## src/hdl/mppe_receive_coherency_sync_macros.svh

```systemverilog
// ---------------------------------------------------------------------------
// MPPE receive coherency sync: assertion macros
// Shared concurrent assertion forms for the coherency checker.
// ---------------------------------------------------------------------------
`ifndef MPPE_RECEIVE_COHERENCY_SYNC_MACROS_SVH
`define MPPE_RECEIVE_COHERENCY_SYNC_MACROS_SVH

// Same-cycle implication, checked outside reset.
`define MRCS_ASSERT_IMPLY(label, clk, rst, ante, cons) \
   label: assert property (@(posedge clk) disable iff (rst) (ante) |-> (cons)) \
      else $error("mrcs assertion failed: implication");

// Next-cycle implication with its own disable condition.
`define MRCS_ASSERT_NEXT(label, clk, rst, ante, cons) \
   label: assert property (@(posedge clk) disable iff (rst) (ante) |=> (cons)) \
      else $error("mrcs assertion failed: next-cycle implication");

`endif

```

## src/hdl/mrcs_pkg.sv

```systemverilog
// ---------------------------------------------------------------------------
// MPPE receive coherency sync: package
// Word types, status codes and constants shared by the checker modules.
// ---------------------------------------------------------------------------
package mrcs_pkg;

   localparam int COUNT_W   = 12;
   localparam int CTL_W     = 4;
   localparam int SCORE_W   = 16;
   localparam int STATUS_W  = 2;

   // status codes
   localparam logic [STATUS_W-1:0] STATUS_ACCEPT = 2'd0;
   localparam logic [STATUS_W-1:0] STATUS_DROP   = 2'd1;
   localparam logic [STATUS_W-1:0] STATUS_FATAL  = 2'd2;

   // flag nibble bit positions
   localparam int BIT_FLUSHED   = 3;
   localparam int BIT_ENCRYPTED = 0;

   localparam logic [COUNT_W-1:0] COUNT_RESET  = 12'hfff;
   localparam logic [7:0]         FLAG_LOW     = 8'hff;
   localparam logic [SCORE_W:0]   SCORE_STEP   = 17'd100;
   localparam logic [SCORE_W:0]   SCORE_STEP2  = 17'd200;
   localparam logic [SCORE_W-1:0] SCORE_MAX    = 16'hffff;
   localparam logic [SCORE_W-1:0] FATAL_LEVEL  = 16'd1600;

   typedef struct packed {
      logic [CTL_W-1:0]   control_bits;
      logic [COUNT_W-1:0] coherency_count;
      logic               too_short;
   } req_word_type;

   typedef struct packed {
      logic [STATUS_W-1:0] status;
      logic [COUNT_W-1:0]  rekey_count;
      logic                loss_detected;
   } rsp_word_type;

endpackage

```

## src/hdl/mrcs_ifs.sv

```systemverilog
// ---------------------------------------------------------------------------
// MPPE receive coherency sync: channel interfaces
// Valid/ready channels for frame headers, results and the mode register.
// ---------------------------------------------------------------------------
interface mrcs_req_if;
   logic                           valid;
   logic                           ready;
   logic [mrcs_pkg::CTL_W-1:0]     control_bits;
   logic [mrcs_pkg::COUNT_W-1:0]   coherency_count;
   logic                           too_short;

   modport source (output valid, output control_bits, output coherency_count,
                   output too_short, input ready);
   modport sink   (input valid, input control_bits, input coherency_count,
                   input too_short, output ready);
endinterface

interface mrcs_rsp_if;
   logic                           valid;
   logic                           ready;
   logic [mrcs_pkg::STATUS_W-1:0]  status;
   logic [mrcs_pkg::COUNT_W-1:0]   rekey_count;
   logic                           loss_detected;

   modport source (output valid, output status, output rekey_count,
                   output loss_detected, input ready);
   modport sink   (input valid, input status, input rekey_count,
                   input loss_detected, output ready);
endinterface

interface mrcs_csr_if;
   logic valid;
   logic ready;
   logic stateful_mode;

   modport source (output valid, output stateful_mode, input ready);
   modport sink   (input valid, input stateful_mode, output ready);
endinterface

```

## src/hdl/mppe_receive_coherency_sync.sv

```systemverilog
// ---------------------------------------------------------------------------
// MPPE receive coherency sync: top level
// Receive-side coherency count checker for MPPE frame headers.
// ---------------------------------------------------------------------------
// Usage:
//   req_chan carries one frame header word: flag nibble, 12-bit coherency
//   count and a short-frame flag. rsp_chan returns one word per header:
//   status (accept, drop, fatal), the number of key updates to run before
//   decrypting, and a loss flag. csr_chan writes the stateful-mode bit;
//   write it only while no header is in flight.
//   A taken header is held in the input register until its result word
//   is captured in the result register, which drives rsp_chan.
//   Throughput: one header per cycle while rsp_chan.ready is high; the
//   check and state update are combinational between the two registers.
//   Reset: stateless mode, expected count 4095, not discarding, error
//   score 0; both channels empty.
//   Receiver stall: the result register holds; the input register still
//   takes one more header, after which req_chan.ready drops until the
//   result word is taken.
// ---------------------------------------------------------------------------
`include "mppe_receive_coherency_sync_macros.svh"

module mppe_receive_coherency_sync (
   input  logic       clock,
   input  logic       reset,
   mrcs_req_if.sink   req_chan,
   mrcs_rsp_if.source rsp_chan,
   mrcs_csr_if.sink   csr_chan
);

   logic                   word_valid;
   mrcs_pkg::req_word_type word;
   mrcs_pkg::rsp_word_type result;
   logic                   can_load;
   logic                   advance;

   // move a held header into the result register when there is room
   assign advance = word_valid && can_load;

   mrcs_in_reg u_in_reg (
      .clock      (clock),
      .reset      (reset),
      .req_chan   (req_chan),
      .advance    (advance),
      .word_valid (word_valid),
      .word       (word)
   );

   mrcs_core u_core (
      .clock    (clock),
      .reset    (reset),
      .csr_chan (csr_chan),
      .advance  (advance),
      .word     (word),
      .result   (result)
   );

   mrcs_out_reg u_out_reg (
      .clock    (clock),
      .reset    (reset),
      .rsp_chan (rsp_chan),
      .load     (advance),
      .result   (result),
      .can_load (can_load)
   );

   // a rejected frame never asks for key updates
   `MRCS_ASSERT_IMPLY(a_no_rekey_on_reject, clock, reset, rsp_chan.valid && (rsp_chan.status != mrcs_pkg::STATUS_ACCEPT), rsp_chan.rekey_count == '0)
   // loss is only ever reported with a dropped frame
   `MRCS_ASSERT_IMPLY(a_loss_means_drop, clock, reset, rsp_chan.valid && rsp_chan.loss_detected, rsp_chan.status == mrcs_pkg::STATUS_DROP)
   // no result word straight after reset
   `MRCS_ASSERT_NEXT(a_empty_after_reset, clock, 1'b0, reset, !rsp_chan.valid)
   // no result appears without a header having been taken
   `MRCS_ASSERT_NEXT(a_result_needs_header, clock, reset, !rsp_chan.valid && !word_valid, !rsp_chan.valid)

endmodule

```

## src/hdl/mrcs_in_reg.sv

```systemverilog
// ---------------------------------------------------------------------------
// MPPE receive coherency sync: input register
// Captures one header word and holds it until the check stage takes it.
// ---------------------------------------------------------------------------
module mrcs_in_reg (
   input  logic                   clock,
   input  logic                   reset,
   mrcs_req_if.sink               req_chan,
   input  logic                   advance,
   output logic                   word_valid,
   output mrcs_pkg::req_word_type word
);

   logic                   valid_ff;
   logic                   valid_in;
   mrcs_pkg::req_word_type word_ff;
   logic                   take;

   // accept while empty or while the held word moves on
   assign req_chan.ready = !valid_ff || advance;
   assign take           = req_chan.valid && req_chan.ready;

   always_comb begin
      valid_in = valid_ff;
      if (take) begin
         valid_in = 1'b1;
      end else if (advance) begin
         valid_in = 1'b0;
      end
   end

   always_ff @(posedge clock) begin
      if (reset) begin
         valid_ff <= 1'b0;
      end else begin
         valid_ff <= valid_in;
      end
   end

   // hold the payload until replaced
   always_ff @(posedge clock) begin
      if (take) begin
         word_ff.control_bits    <= req_chan.control_bits;
         word_ff.coherency_count <= req_chan.coherency_count;
         word_ff.too_short       <= req_chan.too_short;
      end
   end

   assign word_valid = valid_ff;
   assign word       = word_ff;

endmodule

```

## src/hdl/mrcs_core.sv

```systemverilog
// ---------------------------------------------------------------------------
// MPPE receive coherency sync: check core
// Holds the mode register and coherency state, checks one header word and
// forms its result word.
// ---------------------------------------------------------------------------
module mrcs_core (
   input  logic                   clock,
   input  logic                   reset,
   mrcs_csr_if.sink               csr_chan,
   input  logic                   advance,
   input  mrcs_pkg::req_word_type word,
   output mrcs_pkg::rsp_word_type result
);

   logic                                stateful_mode_ff;
   logic [mrcs_pkg::COUNT_W-1:0]        expected_ff;
   logic [mrcs_pkg::COUNT_W-1:0]        expected_in;
   logic                                discarding_ff;
   logic                                discarding_in;
   logic [mrcs_pkg::SCORE_W-1:0]        score_ff;
   logic [mrcs_pkg::SCORE_W-1:0]        score_in;

   logic                                flushed;
   logic                                fault_enc;
   logic                                fault_mode;
   logic [mrcs_pkg::SCORE_W:0]          score_sum;
   logic [mrcs_pkg::SCORE_W-1:0]        score_sat;
   logic [mrcs_pkg::COUNT_W-1:0]        expected_next;
   logic [3:0]                          nibble_gap;

   assign csr_chan.ready = 1'b1;

   // header faults
   assign flushed    = word.control_bits[mrcs_pkg::BIT_FLUSHED];
   assign fault_enc  = !word.control_bits[mrcs_pkg::BIT_ENCRYPTED];
   assign fault_mode = !flushed && (!stateful_mode_ff ||
                       (word.coherency_count[7:0] == mrcs_pkg::FLAG_LOW));

   // saturating score after one or two faults
   assign score_sum = {1'b0, score_ff} +
                      ((fault_enc && fault_mode) ? mrcs_pkg::SCORE_STEP2
                                                 : mrcs_pkg::SCORE_STEP);
   assign score_sat = score_sum[mrcs_pkg::SCORE_W] ? mrcs_pkg::SCORE_MAX
                                                   : score_sum[mrcs_pkg::SCORE_W-1:0];

   assign expected_next = expected_ff + 12'd1;
   assign nibble_gap    = word.coherency_count[11:8] - expected_ff[11:8];

   // decide result and next state
   always_comb begin
      expected_in          = expected_ff;
      discarding_in        = discarding_ff;
      score_in             = score_ff;
      result.status        = mrcs_pkg::STATUS_ACCEPT;
      result.rekey_count   = '0;
      result.loss_detected = 1'b0;
      if (word.too_short) begin
         result.status = mrcs_pkg::STATUS_DROP;
      end else if (fault_enc || fault_mode) begin
         score_in      = score_sat;
         result.status = (score_sat < mrcs_pkg::FATAL_LEVEL) ? mrcs_pkg::STATUS_DROP
                                                             : mrcs_pkg::STATUS_FATAL;
      end else if (!stateful_mode_ff) begin
         result.rekey_count = word.coherency_count - expected_ff;
         expected_in        = word.coherency_count;
         score_in           = score_ff >> 1;
      end else if (!discarding_ff) begin
         expected_in = expected_next;
         if (word.coherency_count != expected_next) begin
            discarding_in        = 1'b1;
            result.status        = mrcs_pkg::STATUS_DROP;
            result.loss_detected = 1'b1;
         end else begin
            result.rekey_count = {11'd0, flushed};
            score_in           = score_ff >> 1;
         end
      end else if (!flushed) begin
         result.status = mrcs_pkg::STATUS_DROP;
      end else begin
         result.rekey_count = {8'd0, nibble_gap} + 12'd1;
         discarding_in      = 1'b0;
         expected_in        = word.coherency_count;
         score_in           = score_ff >> 1;
      end
   end

   // mode register
   always_ff @(posedge clock) begin
      if (reset) begin
         stateful_mode_ff <= 1'b0;
      end else if (csr_chan.valid) begin
         stateful_mode_ff <= csr_chan.stateful_mode;
      end
   end

   // advance the coherency state once per word
   always_ff @(posedge clock) begin
      if (reset) begin
         expected_ff   <= mrcs_pkg::COUNT_RESET;
         discarding_ff <= 1'b0;
         score_ff      <= '0;
      end else if (advance) begin
         expected_ff   <= expected_in;
         discarding_ff <= discarding_in;
         score_ff      <= score_in;
      end
   end

endmodule

```

## src/hdl/mrcs_out_reg.sv

```systemverilog
// ---------------------------------------------------------------------------
// MPPE receive coherency sync: result register
// Holds one result word until the receiver takes it.
// ---------------------------------------------------------------------------
module mrcs_out_reg (
   input  logic                   clock,
   input  logic                   reset,
   mrcs_rsp_if.source             rsp_chan,
   input  logic                   load,
   input  mrcs_pkg::rsp_word_type result,
   output logic                   can_load
);

   logic                   valid_ff;
   logic                   valid_in;
   mrcs_pkg::rsp_word_type word_ff;

   // room when empty or when the held word leaves this cycle
   assign can_load = !valid_ff || rsp_chan.ready;

   always_comb begin
      valid_in = valid_ff;
      if (load) begin
         valid_in = 1'b1;
      end else if (rsp_chan.ready) begin
         valid_in = 1'b0;
      end
   end

   always_ff @(posedge clock) begin
      if (reset) begin
         valid_ff <= 1'b0;
      end else begin
         valid_ff <= valid_in;
      end
   end

   always_ff @(posedge clock) begin
      if (load) begin
         word_ff <= result;
      end
   end

   assign rsp_chan.valid         = valid_ff;
   assign rsp_chan.status        = word_ff.status;
   assign rsp_chan.rekey_count   = word_ff.rekey_count;
   assign rsp_chan.loss_detected = word_ff.loss_detected;

endmodule

```

## src/flat_wrapper.sv

```systemverilog
// flat-port wrapper written by rule: the top's interface ports become plain ports
module mppe_receive_coherency_sync_flat 
  (clock, reset, req_chan_valid, req_chan_control_bits, req_chan_coherency_count, req_chan_too_short, req_chan_ready, rsp_chan_valid, rsp_chan_status, rsp_chan_rekey_count, rsp_chan_loss_detected, rsp_chan_ready, csr_chan_valid, csr_chan_stateful_mode, csr_chan_ready);
  mrcs_req_if req_chan_i ();
  mrcs_rsp_if rsp_chan_i ();
  mrcs_csr_if csr_chan_i ();
  input  logic clock;
  input  logic reset;
  input wire logic [$bits(req_chan_i.valid)-1:0] req_chan_valid;
  input wire logic [$bits(req_chan_i.control_bits)-1:0] req_chan_control_bits;
  input wire logic [$bits(req_chan_i.coherency_count)-1:0] req_chan_coherency_count;
  input wire logic [$bits(req_chan_i.too_short)-1:0] req_chan_too_short;
  output wire logic [$bits(req_chan_i.ready)-1:0] req_chan_ready;
  output wire logic [$bits(rsp_chan_i.valid)-1:0] rsp_chan_valid;
  output wire logic [$bits(rsp_chan_i.status)-1:0] rsp_chan_status;
  output wire logic [$bits(rsp_chan_i.rekey_count)-1:0] rsp_chan_rekey_count;
  output wire logic [$bits(rsp_chan_i.loss_detected)-1:0] rsp_chan_loss_detected;
  input wire logic [$bits(rsp_chan_i.ready)-1:0] rsp_chan_ready;
  input wire logic [$bits(csr_chan_i.valid)-1:0] csr_chan_valid;
  input wire logic [$bits(csr_chan_i.stateful_mode)-1:0] csr_chan_stateful_mode;
  output wire logic [$bits(csr_chan_i.ready)-1:0] csr_chan_ready;
  assign req_chan_i.valid = req_chan_valid;
  assign req_chan_i.control_bits = req_chan_control_bits;
  assign req_chan_i.coherency_count = req_chan_coherency_count;
  assign req_chan_i.too_short = req_chan_too_short;
  assign req_chan_ready = req_chan_i.ready;
  assign rsp_chan_valid = rsp_chan_i.valid;
  assign rsp_chan_status = rsp_chan_i.status;
  assign rsp_chan_rekey_count = rsp_chan_i.rekey_count;
  assign rsp_chan_loss_detected = rsp_chan_i.loss_detected;
  assign rsp_chan_i.ready = rsp_chan_ready;
  assign csr_chan_i.valid = csr_chan_valid;
  assign csr_chan_i.stateful_mode = csr_chan_stateful_mode;
  assign csr_chan_ready = csr_chan_i.ready;
  mppe_receive_coherency_sync u_core (.clock(clock), .reset(reset), .req_chan(req_chan_i), .rsp_chan(rsp_chan_i), .csr_chan(csr_chan_i));
endmodule
```

## config.mk

```make
export PLATFORM = sky130hd
export DESIGN_NAME = mppe_receive_coherency_sync_flat
export DESIGN_NICKNAME = d
export VERILOG_FILES = /design/src/hdl/mrcs_pkg.sv /design/src/hdl/mrcs_ifs.sv /design/src/hdl/mppe_receive_coherency_sync.sv /design/src/hdl/mrcs_in_reg.sv /design/src/hdl/mrcs_core.sv /design/src/hdl/mrcs_out_reg.sv /design/src/flat_wrapper.sv
export VERILOG_INCLUDE_DIRS = /design/src /design/src/hdl
export SDC_FILE = /design/constraint.sdc
export NUM_CORES = 1
export LEC_CHECK = 0
export ABC_AREA = 1
export ABC_CLOCK_PERIOD_IN_PS = 3800
export BUFFER_PORTS_ARGS = -buffer_cell sky130_fd_sc_hd__buf_4
export CAP_MARGIN = 20
export CORE_ASPECT_RATIO = 0.75
export CORE_MARGIN = 2
export CORE_UTILIZATION = 50
export CTS_CLUSTER_DIAMETER = 60
export DETAILED_ROUTE_END_ITERATION = 8
export GPL_TIMING_DRIVEN = 0
export MAX_ROUTING_LAYER = met4
export PLACE_DENSITY = 0.69
export SYNTH_ARGS = -nofsm -noshare
export SYNTH_HDL_FRONTEND = slang
export SYNTH_SLANG_ARGS = --single-unit
```

## constraint.sdc

```tcl
create_clock -name clock -period 3.8 [get_ports clock]
set_input_delay 0.76 -clock clock [delete_from_list [all_inputs] [get_ports clock]]
set_output_delay 0.76 -clock clock [all_outputs]
set_load 0.02 [all_outputs]
```

==> results.ini <==
[outcome]
status = finished, final reports clean

[timing]
holdWs_ns = 0.507
rsz0062_at_grt = false
finalSetupTns_ns = 0
period_share_pct = 89.0
period_minus_slack_ns = 3.38
setup_viol = 0
hold_viol = 0
worst_slew_pin_slew_ns = 0.686
fmax_ghz = 0.296
drv_slew = 0
clock_skew_ns = 0.0151
max_slew_margin_pct = 54.1

[power]
pwr-share-comb_pct = 17.9
switching_power_mw = 0.490
irDropWorstVdd_mv = 0.357
power_density_nw_per_um2 = 374
power.total_mw = 1.77
p_seq_share_pct = 41.7
clockPowerShare_pct = 40.4
intPower_mw = 1.28
switching_share_pct = 27.7
p_leak_nw = 2.28

[setup_path]
crit_chain = nand4_1 > o21ai_0 > nand2_1 > nor2_1 > inv_1 > ha_1 > inv_1 > fa_1 > o21bai_1 > nand2_1 > nand2_1 > inv_1 > nor2_2 > nand2_1 > buf_4 > nand3b_1 > nor2_1 > nand3_1 > nand2_1 > nand2_1 > inv_1
crit_top_cell = nand2_1
r2r-start = u_core.u_in_reg.word[7]
critPathMaxStageDelay_ns = 0.48
worst_ep_required_time_ns = 3.91
crit_fanout = 10
cp-start-kind = register
end_kind = register
arrival_ns = 3.49
ff2ff_path_depth = 21
criticalPathCategory = reg -> reg
slowest_stage = edfxtp_1
cp-startpoint = u_core.u_in_reg.word[7]

[detailed_routing]
drc_errors = 0
drt-initial-drc-count = 286
vias = 3866
drt_wl_total_um = 10200
route.met3.wl_um = 978
firstDrtPassIters = 5
wire_per_inst_um = 14.2
met1Wirelength_um = 5320
wl_met2_um = 3850
routed.top_layer = met4
final_antenna_net_count = 0
viasPerCell = 5.35

[synthesis]
synth_commonest_cells = 139 x nand2_1, 81 x inv_1, 60 x nor2_1, 39 x o21ai_0, 32 x nand3_1
synth_area_leader_cell = edfxtp_1
synth_cell_type_count = 43
ys_seq_elements = 60
avgSynthCellArea_um2 = 7.25
syn_nets = 608
synth_top_area_share_pct = 22.0
synth_area_um2 = 4090
yosysSeqAreaShare_pct = 36.7
ys_async_sr_fraction_pct = 0
ys_top_cells_by_area = edfxtp_1 22%, dfxtp_1 15%, nand2_1 13%
yosysMostFrequentCell = nand2_1
ys_warn_count = 0
synth-edff-count = 30
ys.flop_type = edfxtp_1
synthCells = 564

[layout]
areaGrowthSynthToFinish_pct = 15.9
nets = 656
insertedDiodeCount = 0
fillers = 742
final_area_um2 = 4740
drive_above_1_share_pct = 13.3

[cts]
tritoncts = built
cts_root_buf = clkbuf_8
cts_sinks = 60
cts_hold_buffers = 0
cts_resized = 0
insertion_delay_ns = 0.35
post-cts-setup-buffers = 0
clkTransAtPathRegs_ns = 0.08
clock_path_buffers = 2
cts_buffers = 9
htreeDepth = 3

[floorplanning]
start_util_pct = 51.7
die_w_um = 108
core_um2 = 7920
die_area_um2 = 8930
core.rowCount = 28
die_y_um = 82.3
ios = 41

[flow_run]
cap_violations = 0

[grt]
grt_pass1_wl_um = 16500
grt_pass1_vias = 3290
grt_overflow = 0
grt_max_degree = 16
antenna_found_initial = 0
grt_util_all_layers_pct = 25.1

[min_path]
holdPathStages = 2
hp-class = reg -> reg
min_from = u_core.u_core.score_ff[15]

[placed_design]
port_buffers = 37
hpwl_um = 7730
place_area_um2 = 4500
finalWeightedCongestion = 0.932

-- cells in the final DEF, fill, tap and decap left out, types with 3 or more instances in the layout --
cell type and n:
dfxtp_1 30, o21ai_0 39, nand2_1 139, xor2_1 10, fa_1 3, nand4_1 10, nor2_1 59, inv_1 81
buf_2 5, nand2_2 3, ha_1 18, nand3b_1 4, nand3_1 32, buf_4 40, clkbuf_8 10, or2_2 5
nor2_2 4, bufinv_16 3, edfxtp_1 30, nor3_1 7, o211ai_1 15, o221ai_1 3, clkbuf_1 4, a21oi_1 31
-- path summary, 6_finish.rpt --
check                                                      endpoint  slack (ns)
worst max-delay path            u_core.u_out_reg.rsp_chan.status[0]        0.42
worst min-delay path                     u_core.u_core.score_ff[15]        0.51
worst max register to register  u_core.u_out_reg.rsp_chan.status[0]        0.42
worst min register to register           u_core.u_core.score_ff[15]        0.51
-- through the flow --
stage	instances	utilization, %	setup slack [ns]
6_report	722	59.9	0.418
5_1_grt	722	59.9	0.0494
4_1_cts	722	59.9	0.306
3_5_place_dp	706	56.8	0.343
3_3_place_gp	706	56.8	0.388
2_1_floorplan	564	-	0.935
-- power groups by stage --
stage	logic [mW]	clock network, mW	registers (mW)
4_1_cts	0.314	0.727	0.738
3_3_place_gp	0.306	0	0.752
6_report	0.317	0.715	0.739
5_1_grt	0.358	0.749	0.742
3_5_place_dp	0.310	0	0.752
2_1_floorplan	0.213	0	0.757
-- critical path, delay by kind of cell, from the launching register on --
kind	cells	cell delay, ns
compound gates	2	0.32
simple gates	12	1.22
buf+inv	5	0.50
fa+ha+maj	2	0.61
flops	1	0.48
-- state kept, by name (all words and copies together) (netlist names), 2 cells and up --
signal	flops
u_core.u_core.expected_ff	12
u_core.u_in_reg.word	15
u_core.u_out_reg.rsp_chan.rekey_count	12
u_core.u_out_reg.rsp_chan.status	2
u_core.u_core.score_ff	14
-- area by class of cell --
cell class | instances | area [um2] | area share [%]
buffer | 14 | 86.3 | 1.82
multi-input combinational | 406 | 2190 | 46.2
tap | 105 | 131 | 2.77
timing repair buffer | 37 | 278 | 5.86
inverter | 84 | 315 | 6.65
clock inverter | 5 | 98.8 | 2.08
clock buffer | 11 | 141 | 2.98
sequential | 60 | 1500 | 31.7
-- cell families after synthesis --
group / count (synthesis) / share of synthesized area (%)
xor+xnor: 11 / 2.72
compound gates: 104 / 14.9
buf+inv: 98 / 9.82
simple gates: 269 / 28.8
other cells: 1 / 0.0917
fa+ha+maj: 21 / 6.97
flops: 60 / 36.7
-- routing by layer --
metal  GRT usage (%)  vias up
met2            32.6      171
met1            38.7     1724
met5               -        -
met4            6.92        0
met3            5.18        9
li1                -     1962
No activity file was read; power rests on OpenSTA's default activity.
